===== src/design/mfre_pkg.sv =====
// shared constants, codes and types of the matrix flip / rotate engine
// no dependencies
`default_nettype none

package mfre_pkg;

  localparam int MAX_DIM = 128;
  localparam int ELEM_W  = 32;
  localparam int DIM_W   = 8;
  localparam int POS_W   = $clog2(MAX_DIM);
  localparam int DEPTH   = MAX_DIM * MAX_DIM;
  localparam int IDX_W   = $clog2(DEPTH);
  localparam int CNT_W   = $clog2(DEPTH + 1);
  localparam int FUNC_W  = 2;
  localparam int OP_W    = 3;
  localparam int APB_AW  = 3;
  localparam int APB_DW  = 32;

  typedef enum logic [FUNC_W-1:0] {
    FUNC_START,
    FUNC_WRITE,
    FUNC_APPLY,
    FUNC_READ
  } func_e;

  localparam logic [OP_W-1:0] OP_VFLIP    = 3'd1;
  localparam logic [OP_W-1:0] OP_HFLIP    = 3'd2;
  localparam logic [OP_W-1:0] OP_ROT_CW   = 3'd3;
  localparam logic [OP_W-1:0] OP_ROT_CCW  = 3'd4;
  localparam logic [OP_W-1:0] OP_QUAD_CW  = 3'd5;
  localparam logic [OP_W-1:0] OP_QUAD_CCW = 3'd6;

  localparam logic REG_ROWS = 1'b0;
  localparam logic REG_COLS = 1'b1;

  typedef enum logic [2:0] {
    ST_IDLE,
    ST_WALK,
    ST_WDRAIN,
    ST_COPY,
    ST_CDRAIN,
    ST_REPORT
  } state_e;

  typedef struct packed {
    logic do_start;
    logic do_write;
    logic do_read;
    logic walk_begin;
    logic walk_step;
    logic copy_begin;
    logic copy_step;
    logic push_status;
    logic status;
  } ctrl_cmd_t;

  typedef struct packed {
    logic op_valid;
    logic quad_refuse;
    logic walk_last;
    logic copy_last;
    logic pipe_busy;
    logic room;
  } dp_stat_t;

  typedef struct packed {
    logic [ELEM_W-1:0] data;
    logic              last;
    logic              status;
  } res_t;

endpackage

`default_nettype wire


===== src/design/mfre_cfg.sv =====
// apb register file holding the configured row and column counts
// depends on mfre_pkg
`default_nettype none

module mfre_cfg (
  input  logic                          clk_i,
  input  logic                          rst_ni,
  input  logic                          psel,
  input  logic                          penable,
  input  logic                          pwrite,
  input  logic [mfre_pkg::APB_AW-1:0]   paddr,
  input  logic [mfre_pkg::APB_DW-1:0]   pwdata,
  output logic [mfre_pkg::APB_DW-1:0]   prdata,
  output logic                          pready,
  output logic [mfre_pkg::DIM_W-1:0]    rows_o,
  output logic [mfre_pkg::DIM_W-1:0]    cols_o
);

  function automatic logic [mfre_pkg::DIM_W-1:0] clamp_dim(
    input logic [mfre_pkg::DIM_W-1:0] v
  );
    logic [mfre_pkg::DIM_W-1:0] r;
    r = v;
    if (v == '0) begin
      r = mfre_pkg::DIM_W'(1);
    end else if (int'(v) > mfre_pkg::MAX_DIM) begin
      r = mfre_pkg::DIM_W'(mfre_pkg::MAX_DIM);
    end
    return r;
  endfunction

  logic [mfre_pkg::DIM_W-1:0] rows_q, rows_d;
  logic [mfre_pkg::DIM_W-1:0] cols_q, cols_d;
  logic                       wr_en;
  logic                       reg_sel;

  assign pready  = 1'b1;
  assign wr_en   = psel && penable && pwrite;
  assign reg_sel = paddr[mfre_pkg::APB_AW-1];

  always_comb begin
    rows_d = rows_q;
    cols_d = cols_q;
    if (wr_en) begin
      case (reg_sel)
        mfre_pkg::REG_ROWS: rows_d = clamp_dim(pwdata[mfre_pkg::DIM_W-1:0]);
        mfre_pkg::REG_COLS: cols_d = clamp_dim(pwdata[mfre_pkg::DIM_W-1:0]);
        default: ;
      endcase
    end
  end

  always_ff @(posedge clk_i or negedge rst_ni) begin
    if (!rst_ni) begin
      rows_q <= mfre_pkg::DIM_W'(mfre_pkg::MAX_DIM);
      cols_q <= mfre_pkg::DIM_W'(mfre_pkg::MAX_DIM);
    end else begin
      rows_q <= rows_d;
      cols_q <= cols_d;
    end
  end

  always_comb begin
    case (reg_sel)
      mfre_pkg::REG_ROWS: prdata = mfre_pkg::APB_DW'(rows_q);
      mfre_pkg::REG_COLS: prdata = mfre_pkg::APB_DW'(cols_q);
      default:            prdata = '0;
    endcase
  end

  assign rows_o = rows_q;
  assign cols_o = cols_q;

endmodule

`default_nettype wire


===== config.mk =====
export PLATFORM = sky130hd
export DESIGN_NAME = mfre_cfg
export DESIGN_NICKNAME = d
export VERILOG_FILES = /design/src/design/mfre_pkg.sv /design/src/design/mfre_cfg.sv
export SDC_FILE = /design/constraint.sdc
export NUM_CORES = 1
export LEC_CHECK = 0
export BUFFER_PORTS_ARGS = -buffer_cell sky130_fd_sc_hd__buf_2
export CORE_MARGIN = 2
export CORE_UTILIZATION = 38
export CTS_BUF_LIST = sky130_fd_sc_hd__clkbuf_8
export CTS_CLUSTER_SIZE = 30
export DETAILED_ROUTE_END_ITERATION = 12
export PLACE_DENSITY = 0.81
export SLEW_MARGIN = 30
export SYNTH_ARGS = -nofsm -noshare
export SYNTH_HDL_FRONTEND = slang
export SYNTH_SLANG_ARGS = --single-unit

===== constraint.sdc =====
create_clock -name clk_i -period 1.2 [get_ports clk_i]
set_clock_uncertainty 0.2 [all_clocks]
set_input_delay 0.24 -clock clk_i [delete_from_list [all_inputs] [get_ports clk_i]]
set_output_delay 0.24 -clock clk_i [all_outputs]
set_load 0.05 [all_outputs]

Word level (Yosys, flattened, before mapping)
Index checks and enable logic that the tools add are counted.
- bits in registers: 16
- input bits: 40
- output and inout port bits: 49
- logic and storage cells: 12
- $lt $le $gt $ge: 1
- mux-type cells: 3
- bitwise operators: 1
- reduce and logical (&&, ||, !) cells: 5
- operators by type and width (operator ; number):
    32-bit case mux with 2 select lines ; 1
    8-bit 2-to-1 mux ; 2
    8-bit > comparator (second input constant) ; 1
    8-bit logical NOT ; 1
    2-bit AND reduction ; 2
    1-bit logical AND ; 2
    1-bit inverter ; 1

Logic depth before layout (Yosys ltp)
- depth in word-level cells: 3
- gate-level depth with buffers: 5
- gate-level depth less buffers: 3

Worst setup path before layout
OpenSTA, ideal clock, no wires.
- kind: register to output
- start point: register rows_q, in the netlist rows_o[7]
- end point: output port prdata[7] (netlist name)
- data arrival time: 1.055 ns
- required time: 0.760 ns
- setup slack: -0.295 ns
- stages on the path, launching flop included: 2
- buffers on the path: 0
- cell sequence: dfstp_2 mux2_2
- word-level cells in the longest chain between the ends: 1
- ends and longest elaborated chain (what ; RTL line ; source):
    from (decl) ; mfre_cfg.sv:32 ; logic [mfre_pkg::DIM_W-1:0] rows_q, rows_d;
    from (signal assigned) ; mfre_cfg.sv:55 ; rows_q <= mfre_pkg::DIM_W'(mfre_pkg::MAX_DIM);
    from (signal assigned) ; mfre_cfg.sv:58 ; rows_q <= rows_d;
    32-bit case mux with 2 select lines ; mfre_cfg.sv:64 ; case (reg_sel)
    to (decl) ; mfre_cfg.sv:13 ; output logic [mfre_pkg::APB_DW-1:0] prdata,
Every way passes these cells. The select of a mux whose other input is x is not followed.

Final worst setup path
- start point: register cols_q, in the netlist cols_o[7]
- end point: output port prdata[7] (netlist name)
- word-level cells in the longest chain between the ends: 1
- ends and longest elaborated chain (what ; RTL line ; source):
    from (decl) ; mfre_cfg.sv:33 ; logic [mfre_pkg::DIM_W-1:0] cols_q, cols_d;
    from (signal assigned) ; mfre_cfg.sv:56 ; cols_q <= mfre_pkg::DIM_W'(mfre_pkg::MAX_DIM);
    from (signal assigned) ; mfre_cfg.sv:59 ; cols_q <= cols_d;
    32-bit case mux with 2 select lines ; mfre_cfg.sv:64 ;
Every way passes these cells. The select of a mux whose other input is x is not followed.

==> metrics.txt <==
Final Setup Violations 24; first-pass GRT wire length 3740 um; critical path class reg2out; R2R Path Start cols_o[5]$_DFFE_PN0P_; outcome finished with violations; number of H-tree levels 1; failing checks setup timing; Largest stage delay, worst path 550 ps; maximum VDD drop 0.00112 V; CP delay by family, top flip-flops; deepest clock path buffer count 2; clock insertion delay at the later pin of the skew report about 250 ps; RSZ-0062 raised after global routing yes; Post-Synthesis Cells 99; clock sink count 16; Hold EP rows_o[7]$_DFFE_PN1P_; filler cell count roughly 170; Initial Util 40.1%; #FFs+latches synth 16; Initial DRC Count 10; reg2reg end cols_o[5]$_DFFE_PN0P_; row count 18; drt via density ~4.7; initial antenna violation count 0; most common cell after layout, fill and taps aside conb_1; crit-path max FO 3; Inserted Clock Buffers 3; Detail Route Antenna Nets 0; Arr. time, crit path between 1000 and 1500 ps; final worst slack -338 ps; Final Hold Viols 0; DRC viols 0; die width 55.1 um; fin nets 203; worst hold path class in2reg; Hold Path Stages 2; grt total ovfl 0; P&R area growth vs syn 70.2%; via count 892; CP Launch Type register; die footprint about 3000 um^2; Max Slew Vio Count 0; min Tclk post-route 1540 ps; Final HPWL DP 1730 um; commonest cells after routing, fill and taps aside conb_1, buf_6, buf_8; Pwr Density 1640 nW/um^2; Max-Cap Viols 0; CP max-delay cell dfstp_2; largest net degree at the start of global routing 17; CP bufs+invs 1; Mapped Area 993 um^2; multi-input logic area between 400 and 500 um^2; YS warnings 0; endpoint class of the critical path output pin; clock slew at reported path FFs about 60 ps; input/output buffers 37; worst path cell trace mux2_4, buf_8; total track usage between 15 and 20%; share of cells above drive strength 1 62.1%; worst r2r path cells 5; flip-flop and latch area around 420 um^2; Yosys cell types 21; final hold slack 89.2 ps; total I/O pin count 89; CTS tree built; wire per inst ~14 um; core footprint roughly 2500 um^2; Die Y-Extent 55.1 um; Worst R2R Setup Slack roughly 40 ps; Syn Area/Cell 10.0 um^2; sequential element share of the synthesized area roughly two fifths; CP Data Required Time 760 ps; drt pass-1 iters 4; fin crit share 128%; FMAX 650 MHz; Ant. Diodes 0; hold_sp pwdata[7]; routed wire length between 2000 and 3000 um; root buf cell clkbuf_8; total leakage power 0.000855 uW; GP Congestion roughly 0.74; post-place instance area 1300 um^2; design area 1690 um^2; vias in the first global route approximately 870
==> final cells by class <==
class	count	area share, %
inverters	2	0.444
flip-flops and latches	16	24.9
multi-input cells	75	28.6
clock buffers	3	2.44
repair buffers	65	41.5
well taps	30	2.22
==> how the worst max path moves through the flow <==
stage,startpoint,endpoint,cells past startpoint
floorplan,rows_o[7]$_DFFE_PN1P_,prdata[7],1
finish,cols_o[7]$_DFFE_PN1P_,prdata[7],2
global route,cols_o[7]$_DFFE_PN1P_,prdata[7],2
CTS,rows_o[3]$_DFFE_PN0P_,prdata[3],2
global placement,paddr[2],prdata[7],4
detailed placement,paddr[2],prdata[7],4
==> worst reg2reg max path, cell delays in order (launching register included) <==
cell,delay [ps]
dfrtp_2,400
buf_6,120
buf_4,120
buf_6,100
nand2_2,40
o21ai_1,50
==> registers in the layout (all words and copies together) (netlist names) <==
signal / count
cols_o: 8
rows_o: 8
==> report_power, final <==
part	total (uW)	internal, uW	leakage [uW]	switching [uW]
registers	721	653	0.000183	68.5
logic	1660	708	0.000650	955
clock network	390	222	0.0000216	168
total	2770	1580	0.000855	1190
==> stage by stage <==
stage	TNS, ps	cells	util [%]	total power (uW)	setup WS [ps]
floorplan	-1100	122	-	1660	-222
global placement	-3500	181	52.5	1900	-247
detailed placement	-3820	181	52.5	1920	-249
CTS	-5330	187	65.5	2680	-327
global route	-5830	191	68.2	2870	-351
finish	-5400	191	68.2	2770	-338
==> cell families (layout without fill, tap and decap cells) <==
family	count (synthesis)	count (layout)	share of synthesized area, %
buffers and inverters	31	70	22.8
AND/OR/NAND/NOR	26	26	15.4
flip-flops	16	16	40.6
AO/OA/AOI/OAI	14	14	8.82
multiplexers	10	10	11.7
other	2	25	0.756
==> per-layer routing <==
metal  wire length, um  global-route usage, %  vias to the layer above
li1                  -                      -                      404
met3               198                   2.15                        6
met5                 0                      0                        -
met1               955                   18.9                      430
met4                40                   6.50                        0
met2              1450                   35.1                       52
==> cell usage after synthesis <==
| cell | n | area share, % |
|---|---|---|
| buf_4 | 25 | 19 |
| conb_1 | 2 | 0.76 |
| nor2b_1 | 2 | 1.3 |
| nand4b_4 | 1 | 2.4 |
| o21ai_0 | 4 | 2.0 |
| o21ai_2 | 4 | 3.5 |
| mux2_2 | 9 | 10 |
| buf_2 | 1 | 0.50 |
| nand2b_1 | 7 | 4.4 |
| nor3_1 | 1 | 0.50 |
| nand4_2 | 1 | 1.3 |
| nand2_1 | 13 | 4.9 |
| clkbuf_1 | 1 | 0.38 |
| a31oi_1 | 2 | 1.3 |
| inv_1 | 2 | 0.76 |
| nor4_1 | 1 | 0.63 |
| dfstp_2 | 2 | 5.3 |
| buf_6 | 2 | 2.3 |
| mux2_4 | 1 | 1.5 |
| o21ai_1 | 4 | 2.0 |
| dfrtp_1 | 14 | 35 |
==> repair_timing <==
action | CTS | global route
resized for setup | 76 | 18
endpoints found under the hold margin | 15 | 0
hold buffers | 1 | 0
setup buffers | 3 | 13
setup endpoints to repair | 24 | 24
(Power assumes the default switching activity.)
