$ cat src/design/mfre_pkg.sv
// shared constants, codes and types of the matrix flip / rotate engine
// no dependencies
`default_nettype none

package mfre_pkg;

  localparam int MAX_DIM = 128;
  localparam int ELEM_W  = 32;
  localparam int DIM_W   = 8;
  localparam int POS_W   = $clog2(MAX_DIM);
  localparam int DEPTH   = MAX_DIM * MAX_DIM;
  localparam int IDX_W   = $clog2(DEPTH);
  localparam int CNT_W   = $clog2(DEPTH + 1);
  localparam int FUNC_W  = 2;
  localparam int OP_W    = 3;
  localparam int APB_AW  = 3;
  localparam int APB_DW  = 32;

  typedef enum logic [FUNC_W-1:0] {
    FUNC_START,
    FUNC_WRITE,
    FUNC_APPLY,
    FUNC_READ
  } func_e;

  localparam logic [OP_W-1:0] OP_VFLIP    = 3'd1;
  localparam logic [OP_W-1:0] OP_HFLIP    = 3'd2;
  localparam logic [OP_W-1:0] OP_ROT_CW   = 3'd3;
  localparam logic [OP_W-1:0] OP_ROT_CCW  = 3'd4;
  localparam logic [OP_W-1:0] OP_QUAD_CW  = 3'd5;
  localparam logic [OP_W-1:0] OP_QUAD_CCW = 3'd6;

  localparam logic REG_ROWS = 1'b0;
  localparam logic REG_COLS = 1'b1;

  typedef enum logic [2:0] {
    ST_IDLE,
    ST_WALK,
    ST_WDRAIN,
    ST_COPY,
    ST_CDRAIN,
    ST_REPORT
  } state_e;

  typedef struct packed {
    logic do_start;
    logic do_write;
    logic do_read;
    logic walk_begin;
    logic walk_step;
    logic copy_begin;
    logic copy_step;
    logic push_status;
    logic status;
  } ctrl_cmd_t;

  typedef struct packed {
    logic op_valid;
    logic quad_refuse;
    logic walk_last;
    logic copy_last;
    logic pipe_busy;
    logic room;
  } dp_stat_t;

  typedef struct packed {
    logic [ELEM_W-1:0] data;
    logic              last;
    logic              status;
  } res_t;

endpackage

`default_nettype wire

$ cat src/design/mfre_ctrl.sv
// controller state machine: accepts words, sequences transform walk and copy back
// depends on mfre_pkg
`default_nettype none

module mfre_ctrl (
  input  logic                          clk_i,
  input  logic                          rst_ni,
  input  logic                          in_valid_i,
  input  logic [mfre_pkg::FUNC_W-1:0]   in_func_i,
  output logic                          in_ready_o,
  input  mfre_pkg::dp_stat_t            stat_i,
  output mfre_pkg::ctrl_cmd_t           cmd_o
);

  mfre_pkg::state_e state_q, state_d;
  logic             status_q, status_d;
  logic             accept;

  assign accept = in_valid_i && stat_i.room && (state_q == mfre_pkg::ST_IDLE);

  always_comb begin
    state_d  = state_q;
    status_d = status_q;
    case (state_q)
      mfre_pkg::ST_IDLE: begin
        if (in_valid_i && stat_i.room && in_func_i == mfre_pkg::FUNC_APPLY) begin
          if (stat_i.op_valid && !stat_i.quad_refuse) begin
            state_d = mfre_pkg::ST_WALK;
          end else begin
            state_d  = mfre_pkg::ST_REPORT;
            status_d = stat_i.quad_refuse;
          end
        end
      end
      mfre_pkg::ST_WALK: begin
        if (stat_i.walk_last) state_d = mfre_pkg::ST_WDRAIN;
      end
      mfre_pkg::ST_WDRAIN: begin
        if (!stat_i.pipe_busy) state_d = mfre_pkg::ST_COPY;
      end
      mfre_pkg::ST_COPY: begin
        if (stat_i.copy_last) state_d = mfre_pkg::ST_CDRAIN;
      end
      mfre_pkg::ST_CDRAIN: begin
        if (!stat_i.pipe_busy) begin
          state_d  = mfre_pkg::ST_REPORT;
          status_d = 1'b0;
        end
      end
      mfre_pkg::ST_REPORT: begin
        if (stat_i.room) state_d = mfre_pkg::ST_IDLE;
      end
      default: state_d = mfre_pkg::ST_IDLE;
    endcase
  end

  always_comb begin
    in_ready_o   = 1'b0;
    cmd_o        = '0;
    cmd_o.status = status_q;
    case (state_q)
      mfre_pkg::ST_IDLE: begin
        in_ready_o = stat_i.room;
        if (accept) begin
          case (in_func_i)
            mfre_pkg::FUNC_START: cmd_o.do_start = 1'b1;
            mfre_pkg::FUNC_WRITE: cmd_o.do_write = 1'b1;
            mfre_pkg::FUNC_READ:  cmd_o.do_read  = 1'b1;
            mfre_pkg::FUNC_APPLY: cmd_o.walk_begin = stat_i.op_valid && !stat_i.quad_refuse;
            default: ;
          endcase
        end
      end
      mfre_pkg::ST_WALK:   cmd_o.walk_step = 1'b1;
      mfre_pkg::ST_WDRAIN: cmd_o.copy_begin = !stat_i.pipe_busy;
      mfre_pkg::ST_COPY:   cmd_o.copy_step = 1'b1;
      mfre_pkg::ST_CDRAIN: ;
      mfre_pkg::ST_REPORT: cmd_o.push_status = stat_i.room;
      default: ;
    endcase
  end

  always_ff @(posedge clk_i or negedge rst_ni) begin
    if (!rst_ni) begin
      state_q  <= mfre_pkg::ST_IDLE;
      status_q <= 1'b0;
    end else begin
      state_q  <= state_d;
      status_q <= status_d;
    end
  end

endmodule

`default_nettype wire

$ cat config.mk
export PLATFORM = sky130hd
export DESIGN_NAME = mfre_ctrl
export DESIGN_NICKNAME = d
export VERILOG_FILES = /design/src/design/mfre_pkg.sv /design/src/design/mfre_ctrl.sv
export SDC_FILE = /design/constraint.sdc
export NUM_CORES = 1
export LEC_CHECK = 0
export BUFFER_PORTS_ARGS = -buffer_cell sky130_fd_sc_hd__buf_2
export CORE_AREA = 2 2 39 41
export DETAILED_ROUTE_END_ITERATION = 6
export DIE_AREA = 0 0 41 43
export PLACE_DENSITY_LB_ADDON = 0.15
export SETUP_SLACK_MARGIN = 0.05
export SYNTH_ARGS = -nofsm -noshare
export SYNTH_HDL_FRONTEND = slang
export SYNTH_SLANG_ARGS = --single-unit
$ cat constraint.sdc
create_clock -name clk_i -period 4.4 [get_ports clk_i]
set_clock_uncertainty 0.15 [all_clocks]
set_input_delay 0.22 -clock clk_i [delete_from_list [all_inputs] [get_ports clk_i]]
set_output_delay 0.22 -clock clk_i [all_outputs]
set_load 0.02 [all_outputs]
======== Word-level counts from Yosys, hierarchy flattened ========
Index checks and enable logic that the tools add are counted.
word-level totals
  input bits .............................. 11
  register bits ........................... 4
cells by class
  equal/unequal tests ..................... 15
  multiplexer cells ....................... 23
  reduce and logical (&&, ||, !) cells .... 11
operators by type and width
  operator                                              count
  2-to-1 mux 3 bit                                      7
  one-hot mux 3 bit (6 select lines)                    1
  2-to-1 mux 1 bit                                      12
  != test 2 bit (second input constant)                 6
  2-to-1 mux 4 bit                                      2
  equality test 3 x 2 -> 1 bit (second input constant)  2
  equality test 3 bit (second input constant)           2
  AND reduction 6 bit                                   1
  equality test 2 bit (second input constant)           2
  logical AND 1 bit                                     4
  AND reduction 4 bit                                   1
  equality test 3 x 1 -> 1 bit (second input constant)  1
  zero test 3 bit                                       1
  equality test 2 x 1 -> 1 bit (second input constant)  1
  zero test 1 bit                                       2
  zero test 2 bit                                       1
  != test 2 x 1 -> 1 bit (second input constant)        1
  one-hot mux 1 bit (2 select lines)                    1
  nonzero test 2 bit                                    1

======== Logic depth before layout (Yosys ltp) ========
Gate-level depths: netlist of run 1.
  word-level depth ........................ 5
  gate-level depth with buffers ........... 5
  gate-level depth less buffers ........... 4

======== Worst setup path before layout of run 1 ========
OpenSTA, ideal clock, no wires.
  path kind ............................... flip-flop to output port
  start ................................... reg state_q[0]
  end ..................................... out cmd_o[8] in the netlist's numbering
  stages on the path, launching flop included .. 5
  path slack .............................. 2.608 ns
  data arrival time ....................... 1.422 ns
  cell sequence ........................... dfrtp_1 buf_6 nor3_1 and3_1 nor3b_1
RTL lines
  item                    RTL line         text
  start, declared         mfre_ctrl.sv:15  mfre_pkg::state_e state_q, state_d;
  start signal, assigned  mfre_ctrl.sv:85  state_q <= mfre_pkg::ST_IDLE;
  start signal, assigned  mfre_ctrl.sv:88  state_q <= state_d;
  end, declared           mfre_ctrl.sv:12  output mfre_pkg::ctrl_cmd_t cmd_o

==> impl_metrics.yaml, run 1 <==
outcome:
  status: "complete, no violations"
timing:
  maxSlewHeadroom_pct: 74.7
  hold_viol: 0
  timing.fmax_mhz: 521
  drv_slew: 0
  grt_setup_unrepaired: "false"
  fin_crit_sh_pct: 43.6
  hold_slack_ps: 124
  max_slew.worst_pin.slew_ps: 370
  tns_ps: 0
  setup_viol: 0
  fin_crit_ps: 1920
route:
  drtPass1Iterations: 4
  wl_microns: 941
  dr_wl_met3_microns: 84
  drt-met1-wl_microns: 399
  routed-via-count: 444
  dr_wl_met2_microns: 457
  first_iter_violations: 15
  vias_per_cell: 5.05
  ant_nets: 0
  top_layer_used: "met3"
  drc: 0
  wl_per_cell_microns: 10.7
global_route:
  grtUsageTotal_pct: 11.8
  antenna_found_initial: 0
  grt_pass1_vias: 352
  grt_max_degree: 13
  overflow: 0
  grt_pass1_wl_microns: 1410
cts:
  clock-sinks: 4
  cts_buffers: 3
  insertion_delay_ps: 230
  cts_root_buf: "clkbuf_4"
  clk_pin_slew_ps: 40
  h-tree-depth: 1
  cts_tree: "yes"
  cts_max_path_buffers: 2
final_layout:
  fill_cells: 160
  n_antenna_cell: 0
  areaGrowthSynthToFinish_pct: 27.2
  nets: 85
  final_cell_mix: "20 x buf_2, 7 x nor2_1, 5 x nand2_1"
  layout-drive-gt1-share_pct: 36.1
  layout_commonest_cell: "buf_2"
placement:
  portBuffers: 20
  dpl.hpwl_microns: 746
  gp_congestion: 0.784
synth:
  ys_seq_area_share_pct: 24.5
  synth_area_sq_um: 409
  syn_inst: 52
  ys_ff_latch: 4
  ys_warn_count: 0
  avgSynthCellArea_sq_um: 7.87
  synth_fp_nets: 63
  ys_types: 28
floorplanning:
  die-area_sq_um: 1760
  io_pins: 21
  die_x_microns: 41
  die_h_microns: 43
  coreArea_sq_um: 1380
  start_util_pct: 29.6
  rows: 14
worst_hold_path:
  hold_depth: 3
  hold_path_class: "in2reg"
  hold_start: "stat_i[3]"
setup_path:
  critPathLaunchType: "flip-flop"
  rrSetupSlack_ps: 2770
  cp-end-kind: "output port"
  r2r_cells: 4
  critPathRequiredTime_ps: 4030
  crit_type: "reg2out"
  critPathMaxFanout: 12
  critical_path.startpoint: "state_q[0]"
  r2r_start: "state_q[2]"
  crit_arrival_ps: 1550
power_and_ir_drop:
  peakVddDrop_mv: 0.166
  p_per_area_nw_per_um2: 562
  leakagePower_nw: 0.268
job:
  maxCapViolCount: 0
sequential cells by signal, summed over array words and instances (netlist names):
signal	flops
state_q	3
status_q	1
critical path, cell delays in order, from the launching register on:
cell and delay (ps):
dfrtp_1 490, nor3_1 260, and3_1 210, nor3b_1 170, buf_2 190
synth_stat cells (all sizes together):
master / count / area [sq um]
nor2: 7 / 26.3
nand2: 5 / 18.8
and3: 4 / 26.3
buf: 4 / 41.3
dfrtp: 4 / 100
a21oi: 3 / 18.8
nand2b: 3 / 18.8
nor3: 3 / 15.0
and2: 2 / 12.5
nor2b: 2 / 20.0
o21ai: 2 / 10.0
a2111oi: 1 / 8.76
a211oi: 1 / 7.51
a21o: 1 / 7.51
a221o: 1 / 10.0
a22oi: 1 / 7.51
and4b: 1 / 10.0
inv: 1 / 3.75
mux2i: 1 / 10.0
nand3: 1 / 5.00
nand4b: 1 / 8.76
nor3b: 1 / 7.51
nor4: 1 / 6.26
o41ai: 1 / 8.76
layer usage:
| metal | up-vias | GRT usage (%) |
|---|---|---|
| met5 | - | 0 |
| met4 | 0 | 6.00 |
| met3 | 0 | 3.66 |
| met2 | 24 | 16.9 |
| met1 | 192 | 15.3 |
| li1 | 228 | - |
path summary, 6_finish.rpt:
kind | endpoint
setup / recovery | cmd_o[8]
hold / removal | state_q[1]
setup reg to reg | state_q[2]
hold reg to reg | status_q
max in group asynchronous | state_q[2]
min in group asynchronous | state_q[0]
metrics by stage:
stage | total power, mW | setup slack [ps] | cell area, sq um | utilization [%] | instances
detailed placement | 0.249 | 2720 | 488 | 35.3 | 84
floorplan | 0.233 | 2610 | 409 | - | 52
CTS | 0.296 | 2460 | 520 | 37.6 | 88
global placement | 0.250 | 2740 | 488 | 35.3 | 84
global route | 0.318 | 2360 | 520 | 37.6 | 88
finish | 0.292 | 2480 | 520 | 37.6 | 88
layout make-up:
class	count	area [sq um]	share of cell area [%]
clock buffer	3	22.5	4.33
multi-input combinational	43	264	50.7
sequential	4	100	19.2
timing repair buffer	21	110	21.2
tap	16	20.0	3.85
inverter	1	3.75	0.721
where the power goes:
group,switching (mW),internal [mW],leakage (nW)
registers,0.0375,0.0538,0.0493
logic,0.0839,0.0729,0.205
clock network,0.0138,0.0304,0.0138
what timing repair did:
item / CTS / global route
buffers inserted: 0 / 0
hold endpoints to repair: 4 / 0
hold buffers: 1 / 0
gates resized for setup: 0 / 0
cells by family after synthesis:
family	synth area share, %
mux	2.45
simple gates	42.8
flops	24.5
compound gates	19.3
buf+inv	11.0
Power figures use the tool's default switching activity.
==> run 2, diff against run 1 <==
Settings changed: ABC_AREA set to 1.
Clock period 4.4 ns to 1.72 ns, I/O delays scaled along.
==> run 2 against run 1 <==
Compared with the run above:
- non-clock buffer count grew 4
- flip-flop and latch count is the same
- setup slack lost 2300 ps
- clock power grew to 2.6 times the previous value
- sequential power grew 120%
- core utilization grew 8.3 points
- synthesized cell count grew 46%
==> impl_metrics.yaml, run 2 <==
outcome:
  status: "complete, no violations"
placement:
  place_ws_ps: 228
  gp_congestion: 0.795
  dp_cells: 109
  portBuffers: 20
  dpl_cell_area_sq_um: 549
  dpl.hpwl_microns: 789
cts:
  cts_tree: "yes"
  h-tree-depth: 1
  cts_max_path_buffers: 2
  cts_root_buf: "clkbuf_4"
  clk_pin_slew_ps: 40
  insertion_delay_ps: 230
  cts_buffers: 3
  clock-sinks: 4
final_layout:
  final_cell_count_no_fill: 117
  fin_area_sq_um: 636
  areaGrowthSynthToFinish_pct: 38.4
  reg.largest.list: "state_q (3), status_q (1)"
  n_antenna_cell: 0
  nets: 114
  layout-drive-gt1-share_pct: 48.5
  fill_cells: 156
  layout_commonest_cell: "nand2_1"
  largest_reg_flops: 3
  final_cell_mix: "20 x nand2_1, 19 x buf_2, 9 x inv_1"
  top_register: "state_q"
floorplanning:
  die_h_microns: 43
  rows: 14
  die-area_sq_um: 1760
  die_x_microns: 41
  coreArea_sq_um: 1380
  start_util_pct: 33.2
  io_pins: 21
synth:
  avgSynthCellArea_sq_um: 6.04
  synth-edff-count: 0
  synthMuxAreaShare_pct: 0
  ys_warn_count: 0
  synthXorXnorAreaFrac_pct: 0
  synth.area.top_cells: "dfrtp_1 22%, nand2_1 17%, inv_1 7.4%, nor2_1 6.5%, nand2_2 5.4%"
  synth_commonest_cells: "21 x nand2_1, 9 x inv_1, 8 x nor2_1"
  synth_fa_ha_area_share_pct: 0
  ys_ff_latch: 4
  synth_top_family_by_area: "simple AND/OR/NAND/NOR gates"
  synth_flop_cell: "dfrtp_1"
  ys_types: 19
  synth_area_sq_um: 459
  synth_top_area_share_pct: 21.8
  ys_seq_area_share_pct: 21.8
  synth_fp_nets: 87
  synth_top_cell_by_area: "dfrtp_1"
  synthArstFlopShare_pct: 100
  syn_inst: 76
  synth.most_common_cell: "nand2_1"
  synth_compound_area_share_pct: 4.36
  synth-simple-area-share_pct: 56.7
route:
  drtPass1Iterations: 4
  first_iter_violations: 9
  wl_per_cell_microns: 9.03
  vias_per_cell: 4.46
  routed-via-count: 522
  wl_microns: 1060
  ant_nets: 0
  drc: 0
timing:
  drv_slew: 0
  grt_setup_unrepaired: "false"
  timing.fmax_mhz: 639
  setup_viol: 0
  hold_viol: 0
  max_slew.worst_pin.slew_ps: 284
  hold_slack_ps: 43.5
  tns_ps: 0
  fin_crit_ps: 1560
  maxSlewHeadroom_pct: 80.9
  fin_crit_sh_pct: 91.0
  fin_ws_ps: 156
global_route:
  antenna_found_initial: 0
  grt_pass1_wl_microns: 1680
  overflow: 0
  grt_pass1_vias: 463
  grtUsageTotal_pct: 13.2
  grt_max_degree: 10
setup_path:
  crit_arrival_ps: 1330
  critPathRequiredTime_ps: 1480
  critical_path.startpoint: "state_q[1]"
  crit_type: "reg2out"
  critPathLaunchType: "flip-flop"
  r2r_cells: 9
  r2r_start: "state_q[0]"
  cp-end-kind: "output port"
  critPathMaxFanout: 4
power_and_ir_drop:
  combPwrFrac_pct: 68.7
  p_int_uw: 483
  leakagePower_nw: 0.371
  power.switching_uw: 525
  p_per_area_nw_per_um2: 1590
  peakVddDrop_mv: 0.754
  swShare_pct: 52.1
  p_seq_share_pct: 19.7
  pwr-share-clk_pct: 11.6
worst_hold_path:
  hold_path_class: "in2async"
job:
  maxCapViolCount: 0
==> run 2: cell count changes after synthesis, moves of 4 or more <==
cell / change
inv_1: +8
inv_2: +4
nand2_1: +16
nand2_2: +4
nor2_2: +4
==> run 2: worst max-delay path, cell delays in order, from the launching register on <==
cell and delay, ps:
dfrtp_2 420, nor2_4 150, nand2_4 90, nor2_4 90
nand2_2 80, nor3_2 90, buf_2 180
==> run 2: worst paths after layout <==
check | slack (ps) | endpoint
worst max-delay path | 160 | cmd_o[7]
min in group clk_i | 50 | status_q
worst min-delay path | 40 | status_q
worst min register to register | 330 | status_q
max in group asynchronous | 1240 | state_q[0]
worst max register to register | 240 | status_q
==> run 2: final cells by class <==
type | instances | area (sq um) | share of cell area [%]
inverters | 13 | 51.3 | 8.07
repair buffers | 25 | 140 | 22.0
multi-input cells | 56 | 298 | 46.9
flip-flops and latches | 4 | 104 | 16.3
clock buffers | 3 | 22.5 | 3.54
well taps | 16 | 20.0 | 3.15
==> run 2: stage by stage <==
stage	util, %	power [mW]
6_report	45.9	1.01
5_1_grt	45.9	1.11
4_1_cts	43.8	0.975
3_5_place_dp	39.7	0.798
3_3_place_gp	39.7	0.802
2_1_floorplan	-	0.723
==> run 2: routing by layer <==
metal | up-vias | GRT usage [%] | routed length [microns]
met5 | - | 0 | 0
met4 | 0 | 8.00 | 0
met3 | 0 | 0 | 33
met2 | 11 | 20.9 | 558
met1 | 230 | 16.9 | 465
li1 | 281 | - | -
==> run 2: logic make-up (layout without fill, tap and decap cells) <==
| logic type | after synthesis | in the layout |
|---|---|---|
| AO/OA/AOI/OAI | 4 | 4 |
| buffers and inverters | 16 | 41 |
| flip-flops | 4 | 4 |
| AND/OR/NAND/NOR | 52 | 52 |
==> run 2: power by group through the flow <==
stage,combinational [mW],sequential [mW],clock (mW)
CTS,0.645,0.206,0.124
detailed placement,0.573,0.225,0
global route,0.776,0.206,0.130
finish,0.692,0.199,0.117
global placement,0.573,0.229,0
floorplan,0.549,0.175,0
==> run 2: timing repair <==
action,in CTS,in global routing
resized for setup,4,5
buffers inserted,2,2
gates cloned,0,0
hold buffers,1,0
endpoints found under the setup margin,3,3
pin swaps,0,2
hold endpoints to repair,4,0
